## src/rtl/prs_pkg.sv

```systemverilog
// ----------------------------------------------------------------------------
// prs_pkg
// Shared types and constants for the planar row stretch to mono pattern block.
// ----------------------------------------------------------------------------
`default_nettype none

package prs_pkg;

   localparam int MAX_PLANES     = 4;
   localparam int PATTERN_COLORS = 16;
   localparam int PATTERN_DEPTH  = 128;

   // destination rows are clipped to this many bits
   localparam logic [14:0] DEST_LIMIT = 15'd16384;

   typedef enum logic [1:0] {
      CMD_LOAD  = 2'd0,
      CMD_START = 2'd1,
      CMD_PIXEL = 2'd2,
      CMD_END   = 2'd3
   } cmd_type;

   typedef enum logic [2:0] {
      REG_PLANE_COUNT   = 3'd0,
      REG_SOURCE_PIXELS = 3'd1,
      REG_DEST_PIXELS   = 3'd2,
      REG_BASE_REPEAT   = 3'd3,
      REG_REPEAT_STEP   = 3'd4
   } reg_type;

   typedef enum logic [1:0] {
      ST_IDLE,
      ST_RUN,
      ST_FLUSH
   } state_type;

endpackage

`default_nettype wire

```

## src/rtl/prs_if.sv

```systemverilog
// ----------------------------------------------------------------------------
// prs_req_if / prs_rsp_if
// Valid/ready channels for command words in and destination bytes out.
// ----------------------------------------------------------------------------
`default_nettype none

interface prs_req_if;
   logic       valid;
   logic       ready;
   logic [1:0] cmd;
   logic [6:0] pattern_index;
   logic [7:0] pattern_value;
   logic [2:0] row_phase;
   logic [3:0] plane_bits;

   modport source (output valid, cmd, pattern_index, pattern_value, row_phase,
                   plane_bits, input ready);
   modport sink   (input valid, cmd, pattern_index, pattern_value, row_phase,
                   plane_bits, output ready);
endinterface

interface prs_rsp_if;
   logic        valid;
   logic        ready;
   logic [7:0]  out_byte;
   logic [10:0] byte_index;
   logic        last;

   modport source (output valid, out_byte, byte_index, last, input ready);
   modport sink   (input valid, out_byte, byte_index, last, output ready);
endinterface

`default_nettype wire

```

## src/rtl/planar_row_stretch_to_mono_pattern_top.sv

```systemverilog
// ----------------------------------------------------------------------------
// planar_row_stretch_to_mono_pattern_top
// Stretches a planar source row onto a 1 bpp destination row with a
// software-loaded 128-byte ordered dither pattern.
//
// Usage: software sets the row registers over the APB port and loads the
// pattern table with load words. A start-row word sets the row phase, then
// one pixel word per source pixel, then an end-row word flushes the partial
// byte. Completed destination bytes leave on rsp with their byte index;
// last marks the final byte caused by one input word.
// Load, start and end-row words take effect when taken; an end-row word
// that must flush a partial byte then passes through a flush state. A pixel
// word reads the pattern memory when taken, then merges its run one
// byte-aligned chunk per cycle, up to each byte boundary, unless rsp stalls it.
// The output byte sits in a register, so new words are taken while it
// waits; a stalled rsp only halts a run at the next completed byte.
// Reset clears all row state and restores register defaults; the pattern
// table holds no reset value and must be loaded before use.
// ----------------------------------------------------------------------------
`default_nettype none

module planar_row_stretch_to_mono_pattern_top (
   input  wire logic        clock,
   input  wire logic        reset,
   prs_req_if.sink          req,
   prs_rsp_if.source        rsp,
   input  wire logic        psel,
   input  wire logic        penable,
   input  wire logic        pwrite,
   input  wire logic [4:0]  paddr,
   input  wire logic [31:0] pwdata,
   output logic      [31:0] prdata,
   output logic             pready
);

   // configuration
   logic [2:0]  pc_ff;
   logic [12:0] spx_ff;
   logic [14:0] dpx_ff;
   logic [5:0]  base_ff;
   logic [11:0] step_ff;

   // row state
   prs_pkg::state_type state_ff, state_in;
   logic [2:0]  phase_ff, phase_in;
   logic [11:0] rem_ff, rem_in;
   logic [12:0] spos_ff, spos_in;
   logic [14:0] dpos_ff, dpos_in;
   logic [7:0]  part_ff, part_in;
   logic [6:0]  rep_ff, rep_in;

   // output word register
   logic        rsp_valid_ff, rsp_valid_in;
   logic [7:0]  rsp_byte_ff, rsp_byte_in;
   logic [10:0] rsp_index_ff, rsp_index_in;
   logic        rsp_last_ff, rsp_last_in;

   // pattern table
   logic [7:0]  pat_mem [prs_pkg::PATTERN_DEPTH];
   logic [7:0]  pat_rd_ff;
   logic [6:0]  rd_addr;

   logic        accept;
   logic        cfg_wr;
   prs_pkg::cmd_type cmd;
   logic [14:0] dw;
   logic        cfg_ok;
   logic [12:0] sum, sum_red;
   logic        wrap;
   logic [6:0]  rep_new;
   logic [4:0]  mask_full;
   logic [3:0]  color;
   logic        pix_go;
   logic [2:0]  off;
   logic [3:0]  room, n_a, n;
   logic [14:0] left, left_after, new_dpos;
   logic [6:0]  rep_after;
   logic [7:0]  mask_bits, merged;
   logic        completes, run_done, emit_last, can_emit, run_stall;
   logic [11:0] idx_plus;
   logic [11:0] idx_minus;

   assign pready     = 1'b1;
   assign req.ready  = (state_ff == prs_pkg::ST_IDLE);
   assign accept     = req.valid && req.ready;
   assign cmd        = prs_pkg::cmd_type'(req.cmd);
   assign cfg_wr     = psel && penable && pwrite && pready;

   assign rsp.valid      = rsp_valid_ff;
   assign rsp.out_byte   = rsp_byte_ff;
   assign rsp.byte_index = rsp_index_ff;
   assign rsp.last       = rsp_last_ff;

   // ---------------- configuration port ----------------
   always_ff @(posedge clock) begin
      if (reset) begin
         pc_ff   <= 3'd1;
         spx_ff  <= '0;
         dpx_ff  <= '0;
         base_ff <= 6'd1;
         step_ff <= '0;
      end else if (cfg_wr) begin
         unique case (prs_pkg::reg_type'(paddr[4:2]))
            prs_pkg::REG_PLANE_COUNT:   pc_ff   <= pwdata[2:0];
            prs_pkg::REG_SOURCE_PIXELS: spx_ff  <= pwdata[12:0];
            prs_pkg::REG_DEST_PIXELS:   dpx_ff  <= pwdata[14:0];
            prs_pkg::REG_BASE_REPEAT:   base_ff <= pwdata[5:0];
            prs_pkg::REG_REPEAT_STEP:   step_ff <= pwdata[11:0];
            default: ;
         endcase
      end
   end

   always_comb begin
      unique case (prs_pkg::reg_type'(paddr[4:2]))
         prs_pkg::REG_PLANE_COUNT:   prdata = {29'd0, pc_ff};
         prs_pkg::REG_SOURCE_PIXELS: prdata = {19'd0, spx_ff};
         prs_pkg::REG_DEST_PIXELS:   prdata = {17'd0, dpx_ff};
         prs_pkg::REG_BASE_REPEAT:   prdata = {26'd0, base_ff};
         prs_pkg::REG_REPEAT_STEP:   prdata = {20'd0, step_ff};
         default:                    prdata = '0;
      endcase
   end

   // ---------------- pixel setup ----------------
   assign dw     = (dpx_ff > prs_pkg::DEST_LIMIT) ? prs_pkg::DEST_LIMIT : dpx_ff;
   assign cfg_ok = (pc_ff != 3'd0) && (pc_ff <= 3'(prs_pkg::MAX_PLANES)) &&
                   (spx_ff != 13'd0);

   // Bresenham remainder, reduced at most once
   assign sum     = {1'b0, rem_ff} + {1'b0, step_ff};
   assign wrap    = (sum >= spx_ff);
   assign sum_red = wrap ? (sum - spx_ff) : sum;
   assign rep_new = {1'b0, base_ff} + {6'd0, wrap};

   assign mask_full = (5'd1 << pc_ff) - 5'd1;
   assign color     = req.plane_bits & mask_full[3:0];
   assign rd_addr   = {phase_ff, color};
   assign pix_go    = cfg_ok && (spos_ff < spx_ff) && (dpos_ff < dw);

   // ---------------- run chunk: up to the next byte boundary ----------------
   assign off       = dpos_ff[2:0];
   assign room      = 4'd8 - {1'b0, off};
   assign left      = dw - dpos_ff;
   assign n_a       = ({3'd0, room} > rep_ff) ? rep_ff[3:0] : room;
   assign n         = (left < {11'd0, n_a}) ? left[3:0] : n_a;
   assign new_dpos  = dpos_ff + {11'd0, n};
   assign rep_after = rep_ff - {3'd0, n};
   assign left_after = dw - new_dpos;
   assign mask_bits = (8'hFF >> off) & ~(8'hFF >> ({1'b0, off} + n));
   assign merged    = part_ff | (pat_rd_ff & mask_bits);
   assign completes = (new_dpos[2:0] == 3'd0);
   assign run_done  = (rep_after == 7'd0) || (new_dpos >= dw);
   // no further byte can complete once fewer than 8 bits remain
   assign emit_last = (rep_after < 7'd8) || (left_after < 15'd8);
   assign can_emit  = !rsp_valid_ff || rsp.ready;
   assign run_stall = completes && !can_emit;
   assign idx_minus = new_dpos[14:3] - 12'd1;
   assign idx_plus  = dpos_ff[14:3] + 12'd1;

   // ---------------- next state ----------------
   always_comb begin
      state_in = state_ff;
      unique case (state_ff)
         prs_pkg::ST_IDLE: begin
            if (accept) begin
               if (cmd == prs_pkg::CMD_PIXEL && pix_go && rep_new != 7'd0)
                  state_in = prs_pkg::ST_RUN;
               else if (cmd == prs_pkg::CMD_END && cfg_ok && off != 3'd0)
                  state_in = prs_pkg::ST_FLUSH;
            end
         end
         prs_pkg::ST_RUN: begin
            if (!run_stall && run_done) state_in = prs_pkg::ST_IDLE;
         end
         prs_pkg::ST_FLUSH: begin
            if (can_emit) state_in = prs_pkg::ST_IDLE;
         end
         default: state_in = prs_pkg::ST_IDLE;
      endcase
   end

   // ---------------- datapath ----------------
   always_comb begin
      phase_in     = phase_ff;
      rem_in       = rem_ff;
      spos_in      = spos_ff;
      dpos_in      = dpos_ff;
      part_in      = part_ff;
      rep_in       = rep_ff;
      rsp_valid_in = rsp_valid_ff && !rsp.ready;
      rsp_byte_in  = rsp_byte_ff;
      rsp_index_in = rsp_index_ff;
      rsp_last_in  = rsp_last_ff;
      unique case (state_ff)
         prs_pkg::ST_IDLE: begin
            if (accept) begin
               unique case (cmd)
                  prs_pkg::CMD_START: begin
                     phase_in = req.row_phase;
                     rem_in   = '0;
                     spos_in  = '0;
                     dpos_in  = '0;
                     part_in  = '0;
                  end
                  prs_pkg::CMD_PIXEL: begin
                     if (pix_go) begin
                        rem_in  = sum_red[11:0];
                        spos_in = spos_ff + 13'd1;
                        rep_in  = rep_new;
                     end
                  end
                  prs_pkg::CMD_END: begin
                     if (cfg_ok && off == 3'd0) begin
                        part_in = '0;
                        spos_in = spx_ff;
                     end
                  end
                  default: ;
               endcase
            end
         end
         prs_pkg::ST_RUN: begin
            if (!run_stall) begin
               dpos_in = new_dpos;
               rep_in  = rep_after;
               part_in = completes ? 8'd0 : merged;
               if (completes) begin
                  rsp_valid_in = 1'b1;
                  rsp_byte_in  = merged;
                  rsp_index_in = idx_minus[10:0];
                  rsp_last_in  = emit_last;
               end
            end
         end
         prs_pkg::ST_FLUSH: begin
            if (can_emit) begin
               rsp_valid_in = 1'b1;
               rsp_byte_in  = part_ff;
               rsp_index_in = dpos_ff[13:3];
               rsp_last_in  = 1'b1;
               dpos_in      = {idx_plus, 3'd0};
               part_in      = '0;
               spos_in      = spx_ff;
            end
         end
         default: ;
      endcase
   end

   always_ff @(posedge clock) begin
      if (reset) begin
         state_ff     <= prs_pkg::ST_IDLE;
         phase_ff     <= '0;
         rem_ff       <= '0;
         spos_ff      <= '0;
         dpos_ff      <= '0;
         part_ff      <= '0;
         rep_ff       <= '0;
         rsp_valid_ff <= 1'b0;
      end else begin
         state_ff     <= state_in;
         phase_ff     <= phase_in;
         rem_ff       <= rem_in;
         spos_ff      <= spos_in;
         dpos_ff      <= dpos_in;
         part_ff      <= part_in;
         rep_ff       <= rep_in;
         rsp_valid_ff <= rsp_valid_in;
      end
   end

   always_ff @(posedge clock) begin
      rsp_byte_ff  <= rsp_byte_in;
      rsp_index_ff <= rsp_index_in;
      rsp_last_ff  <= rsp_last_in;
   end

   // pattern RAM: loads and pixel reads come from different words, never
   // the same cycle
   always_ff @(posedge clock) begin
      if (accept && cmd == prs_pkg::CMD_LOAD)
         pat_mem[req.pattern_index] <= req.pattern_value;
      if (accept && cmd == prs_pkg::CMD_PIXEL)
         pat_rd_ff <= pat_mem[rd_addr];
   end

endmodule

`default_nettype wire

```

## src/flat_wrapper.sv

```systemverilog
// flat-port wrapper written by rule: the top's interface ports become plain ports
module planar_row_stretch_to_mono_pattern_top_flat 
  (clock, reset, psel, penable, pwrite, paddr, pwdata, prdata, pready, req_valid, req_cmd, req_pattern_index, req_pattern_value, req_row_phase, req_plane_bits, req_ready, rsp_valid, rsp_out_byte, rsp_byte_index, rsp_last, rsp_ready);
  prs_req_if req_i ();
  prs_rsp_if rsp_i ();
  input  wire logic clock;
  input  wire logic reset;
  input  wire logic psel;
  input  wire logic penable;
  input  wire logic pwrite;
  input  wire logic [4:0] paddr;
  input  wire logic [31:0] pwdata;
  output logic      [31:0] prdata;
  output logic pready;
  input wire logic [$bits(req_i.valid)-1:0] req_valid;
  input wire logic [$bits(req_i.cmd)-1:0] req_cmd;
  input wire logic [$bits(req_i.pattern_index)-1:0] req_pattern_index;
  input wire logic [$bits(req_i.pattern_value)-1:0] req_pattern_value;
  input wire logic [$bits(req_i.row_phase)-1:0] req_row_phase;
  input wire logic [$bits(req_i.plane_bits)-1:0] req_plane_bits;
  output wire logic [$bits(req_i.ready)-1:0] req_ready;
  output wire logic [$bits(rsp_i.valid)-1:0] rsp_valid;
  output wire logic [$bits(rsp_i.out_byte)-1:0] rsp_out_byte;
  output wire logic [$bits(rsp_i.byte_index)-1:0] rsp_byte_index;
  output wire logic [$bits(rsp_i.last)-1:0] rsp_last;
  input wire logic [$bits(rsp_i.ready)-1:0] rsp_ready;
  assign req_i.valid = req_valid;
  assign req_i.cmd = req_cmd;
  assign req_i.pattern_index = req_pattern_index;
  assign req_i.pattern_value = req_pattern_value;
  assign req_i.row_phase = req_row_phase;
  assign req_i.plane_bits = req_plane_bits;
  assign req_ready = req_i.ready;
  assign rsp_valid = rsp_i.valid;
  assign rsp_out_byte = rsp_i.out_byte;
  assign rsp_byte_index = rsp_i.byte_index;
  assign rsp_last = rsp_i.last;
  assign rsp_i.ready = rsp_ready;
  planar_row_stretch_to_mono_pattern_top u_core (.clock(clock), .reset(reset), .req(req_i), .rsp(rsp_i), .psel(psel), .penable(penable), .pwrite(pwrite), .paddr(paddr), .pwdata(pwdata), .prdata(prdata), .pready(pready));
endmodule
```

## config.mk

```make
export PLATFORM = sky130hd
export DESIGN_NAME = planar_row_stretch_to_mono_pattern_top_flat
export DESIGN_NICKNAME = d
export VERILOG_FILES = /design/src/rtl/prs_pkg.sv /design/src/rtl/prs_if.sv /design/src/rtl/planar_row_stretch_to_mono_pattern_top.sv /design/src/flat_wrapper.sv
export SDC_FILE = /design/constraint.sdc
export NUM_CORES = 2
export LEC_CHECK = 0
export ABC_AREA = 1
export BUFFER_PORTS_ARGS = -buffer_cell sky130_fd_sc_hd__buf_2
export CORE_ASPECT_RATIO = 1.75
export CORE_MARGIN = 8
export CORE_UTILIZATION = 60
export CTS_CLUSTER_DIAMETER = 80
export DETAILED_ROUTE_END_ITERATION = 10
export GPL_TIMING_DRIVEN = 1
export PLACE_DENSITY = 0.77
export SYNTH_ARGS = -nofsm -noshare
export SYNTH_HDL_FRONTEND = slang
export SYNTH_SLANG_ARGS = --single-unit
```

## constraint.sdc

```tcl
create_clock -name clock -period 13 [get_ports clock]
set_input_delay 0.65 -clock clock [delete_from_list [all_inputs] [get_ports clock]]
set_output_delay 0.65 -clock clock [all_outputs]
set_load 0.02 [all_outputs]
```

==> results.md <==
* Status: finished, final reports clean
* Most used DFF post-synth: edfxtp_1
* Critical path's largest stage delay at between 0.5 and 0.6 ns
* Site row count at roughly 140
* GR Overflow Total at 0
* Synthesis-to-layout area growth at 8.42%
* Final hold vios at 0
* CTS tree: done
* Setup violators final at 0
* Vias in the first global route at 35748
* Type of the worst setup path: reg -> reg
* Fin crit period at approximately 8.0 ns
* Setup crit start kind: flip-flop
* DP HPWL at ~90000 microns
* Final period utilization at between 60% and 70%
* Die height at 404 microns
* Least-Margin Pin Slew at 1.16 ns
* Routability Congestion at 0.958
* Die width at around 240 microns
* Yosys reg bits at between 1000 and 1500
* Resized Gates After CTS at 0
* Fmax at 125 MHz
* Max Slew Vio Count at 0
* Post-route ant nets at 0
* Worst vdd ir at 113 uV
* Residual DRC at 0
* Relative slew slack at between 20% and 30%
* R2r startpoint: u_core.dpos_ff[1]$_SDFFE_PP0P_
* Root Driver: clkbuf_16
* Die Area at just under 0.1 sq mm
* Asr flop ratio synth at 0%
* PwrDens at between 100 and 150 mW/mm^2
* Cell Area, Synth at approximately 0.052 sq mm
* Synth Area per Inst at approximately 11 sq um
* PortBufs at between 80 and 90
* Maximum clock insertion buffer count at 3
* Finished Layout Cells at approximately 5900
* WL/cell at between 20 and 25 microns
* CTS Buf Count at 98
* Max FO, Critical Path at 7
* Synth warnings at 0
* Share of cells above drive strength 1 at around 6.6%
* Cells after Synth at approximately 4700
* Wirelength, routed at around 140000 microns
* Leakage at 0.0191 uW
* Initial DRC Count at approximately 4100
* Yosys top cell area share at 61.1%
* Worst hold path class: in -> reg
* Max Cap Viol at 0
* Crit path from: u_core.dpos_ff[1]$_SDFFE_PP0P_
* Crit path DAT at approximately 8.6 ns
* Clock transition at path regs at ~0.070 ns
* Initial Util at 60.5%
* Seq/Total Area, Yosys at between 60% and 70%
* Unrepaired setup endpoints after global routing: no
* Largest net degree at the start of global routing at between 200 and 250
* Drt first pass iters at 5
* Area leader, netlist: edfxtp_1
* CTS Hold Bufs at 0
* GRT Overall Usage at 28.4%
* Setup Buffers After CTS at 0
* Clock latency on the worst-skew pair at a little over 0.7 ns
* Crit path required time at roughly 14 ns
* CP Capture Type: flip-flop
* Nets at ~4900
* Sink Count at roughly 1200
* Cells after DPL at between 5000 and 6000
* Initial antenna violation count at 2
* Ports at 123
* First-pass GRT wire length at ~210000 microns
* Filler Cell Count at about 6200
* Core Area at ~0.085 sq mm
* Post-synth EDFFs at about 1100
* Vias per inst at between 6 and 7
* Ranking of synthesized cells by area: edfxtp_1 (61%), nor2_1 (8.8%), o21ai_0 (5.2%)
* Distinct cells, synth at between 50 and 60
* Via Count at between 30000 and 40000
* Pwr Total at just under 8000 uW
* H-tree Lvls at 3
* HP Start: pwdata[8]
* Max Clock Skew at 0.0267 ns
* Most frequent CP cell: nand2_1
* Worst path slowest cell: a21oi_1
* Setup TNS at 0 ns
worst max-delay path, delay by kind of cell, from the launching register on:
family / cells / cell delay (ns)
adders and majority gates: 7 / 2.08
xor gates and xnor gates: 1 / 0.24
buffers and inverters: 5 / 0.56
AOI/OAI and AO/OA: 3 / 1.32
and+or+nand+nor: 21 / 3.19
DFF: 1 / 0.46
kinds of logic (layout without fill, tap and decap cells):
logic type                 Yosys count  in the layout  share of synthesized area (%)
DFF                               1162           1162                           65.3
buffers and inverters              554            576                           4.18
muxes                                2              2                         0.0387
other                                2             20                         0.0145
adders and majority gates           96             96                           2.38
and+or+nand+nor                   1754           1754                           13.6
AOI/OAI and AO/OA                 1129           1129                           13.6
xor gates and xnor gates            49             49                          0.830
cells in the final DEF (no fill, tap or decap), types with 22 or more instances in the layout:
master / netlist / final
a21oi_1: 159 / 158
a31oi_1: 22 / 22
buf_2: 2 / 77
buf_4: 19 / 48
clkbuf_16: 0 / 102
clkinv_1: 5 / 28
dfxtp_1: 110 / 110
edfxtp_1: 1052 / 1052
ha_1: 92 / 92
inv_1: 259 / 256
nand2_1: 352 / 350
nand3_1: 94 / 94
nand4_1: 25 / 25
nor2_1: 1210 / 1210
nor3_1: 23 / 23
o211ai_1: 23 / 23
o21ai_0: 535 / 535
o221ai_1: 59 / 59
o22ai_1: 25 / 25
o32ai_1: 257 / 257
xor2_1: 39 / 39
cell usage after synthesis (25+ instances only):
library cell	count
o22ai_1	25
o221ai_1	59
o32ai_1	257
inv_1	259
ha_1	92
nor2_1	1210
o21ai_0	535
clkbuf_1	251
nand3_1	94
a21oi_1	159
xor2_1	39
edfxtp_1	1052
nand4_1	25
nand2_1	352
dfxtp_1	110
area by class of cell:
cell class | count | area, sq um | share of cell area, %
sequential | 1162 | 33800 | 60.3
tap | 1152 | 1440 | 2.57
antenna | 2 | 5.00 | 0.00892
inverter | 269 | 1030 | 1.83
clock buffer | 124 | 2680 | 4.77
clock inverter | 56 | 502 | 0.895
multi-input combinational | 3048 | 15900 | 28.3
timing repair buffer | 127 | 786 | 1.40
final timing paths:
| check | slack, ns | endpoint | depth (start not counted) |
|---|---|---|---|
| worst max-delay path | 4.98 | u_core.rsp.last$_SDFFCE_PP1P_ | 37 |
| worst min-delay path | 0.24 | u_core.dpx_ff[8]$_SDFFE_PP0P_ | 3 |
| worst max register to register | 4.98 | u_core.rsp.last$_SDFFCE_PP1P_ | 37 |
| worst min register to register | 0.47 | u_core.part_ff[3]$_SDFFE_PP0P_ | 2 |
metal layers:
layer  track usage (%)  vias to the layer above  wire length (microns)
li1                  -                    16984                      -
met1              30.2                    17759                  46000
met2              50.4                     1807                  71600
met3              3.92                      539                   9890
met4              22.5                        2                  12000
met5                 0                        -                     11
sequential cells by signal, summed over array words and instances, names as in the netlist, 2 cells and up:
signal,flops
u_core.base_ff,6
u_core.dpos_ff,15
u_core.dpx_ff,15
u_core.part_ff,8
u_core.pat_mem,1024
u_core.pat_rd_ff,8
u_core.pc_ff,3
u_core.phase_ff,3
u_core.rem_ff,12
u_core.rep_ff,7
u_core.rsp.byte_index,11
u_core.rsp.out_byte,8
u_core.spos_ff,13
u_core.spx_ff,13
u_core.state_ff,2
u_core.step_ff,12
power breakdown:
part	switching, uW	internal [uW]	total, uW
Combinational	484	195	679
Sequential	9.34	4090	4100
Clock	1340	1600	2940
Total	1830	5880	7710
through the flow:
step	utilization (%)	instance area, sq um	hold WS, ns	setup slack, ns
after floorplan	-	51800	0.445	6.92
final	65.6	56100	0.238	4.98
after CTS	65.6	56100	0.199	5.10
after detailed placement	61.9	52900	0.460	5.14
after global placement	61.9	52900	0.454	5.18
after global routing	65.6	56100	0.239	4.61
(Power assumes the default switching activity.)
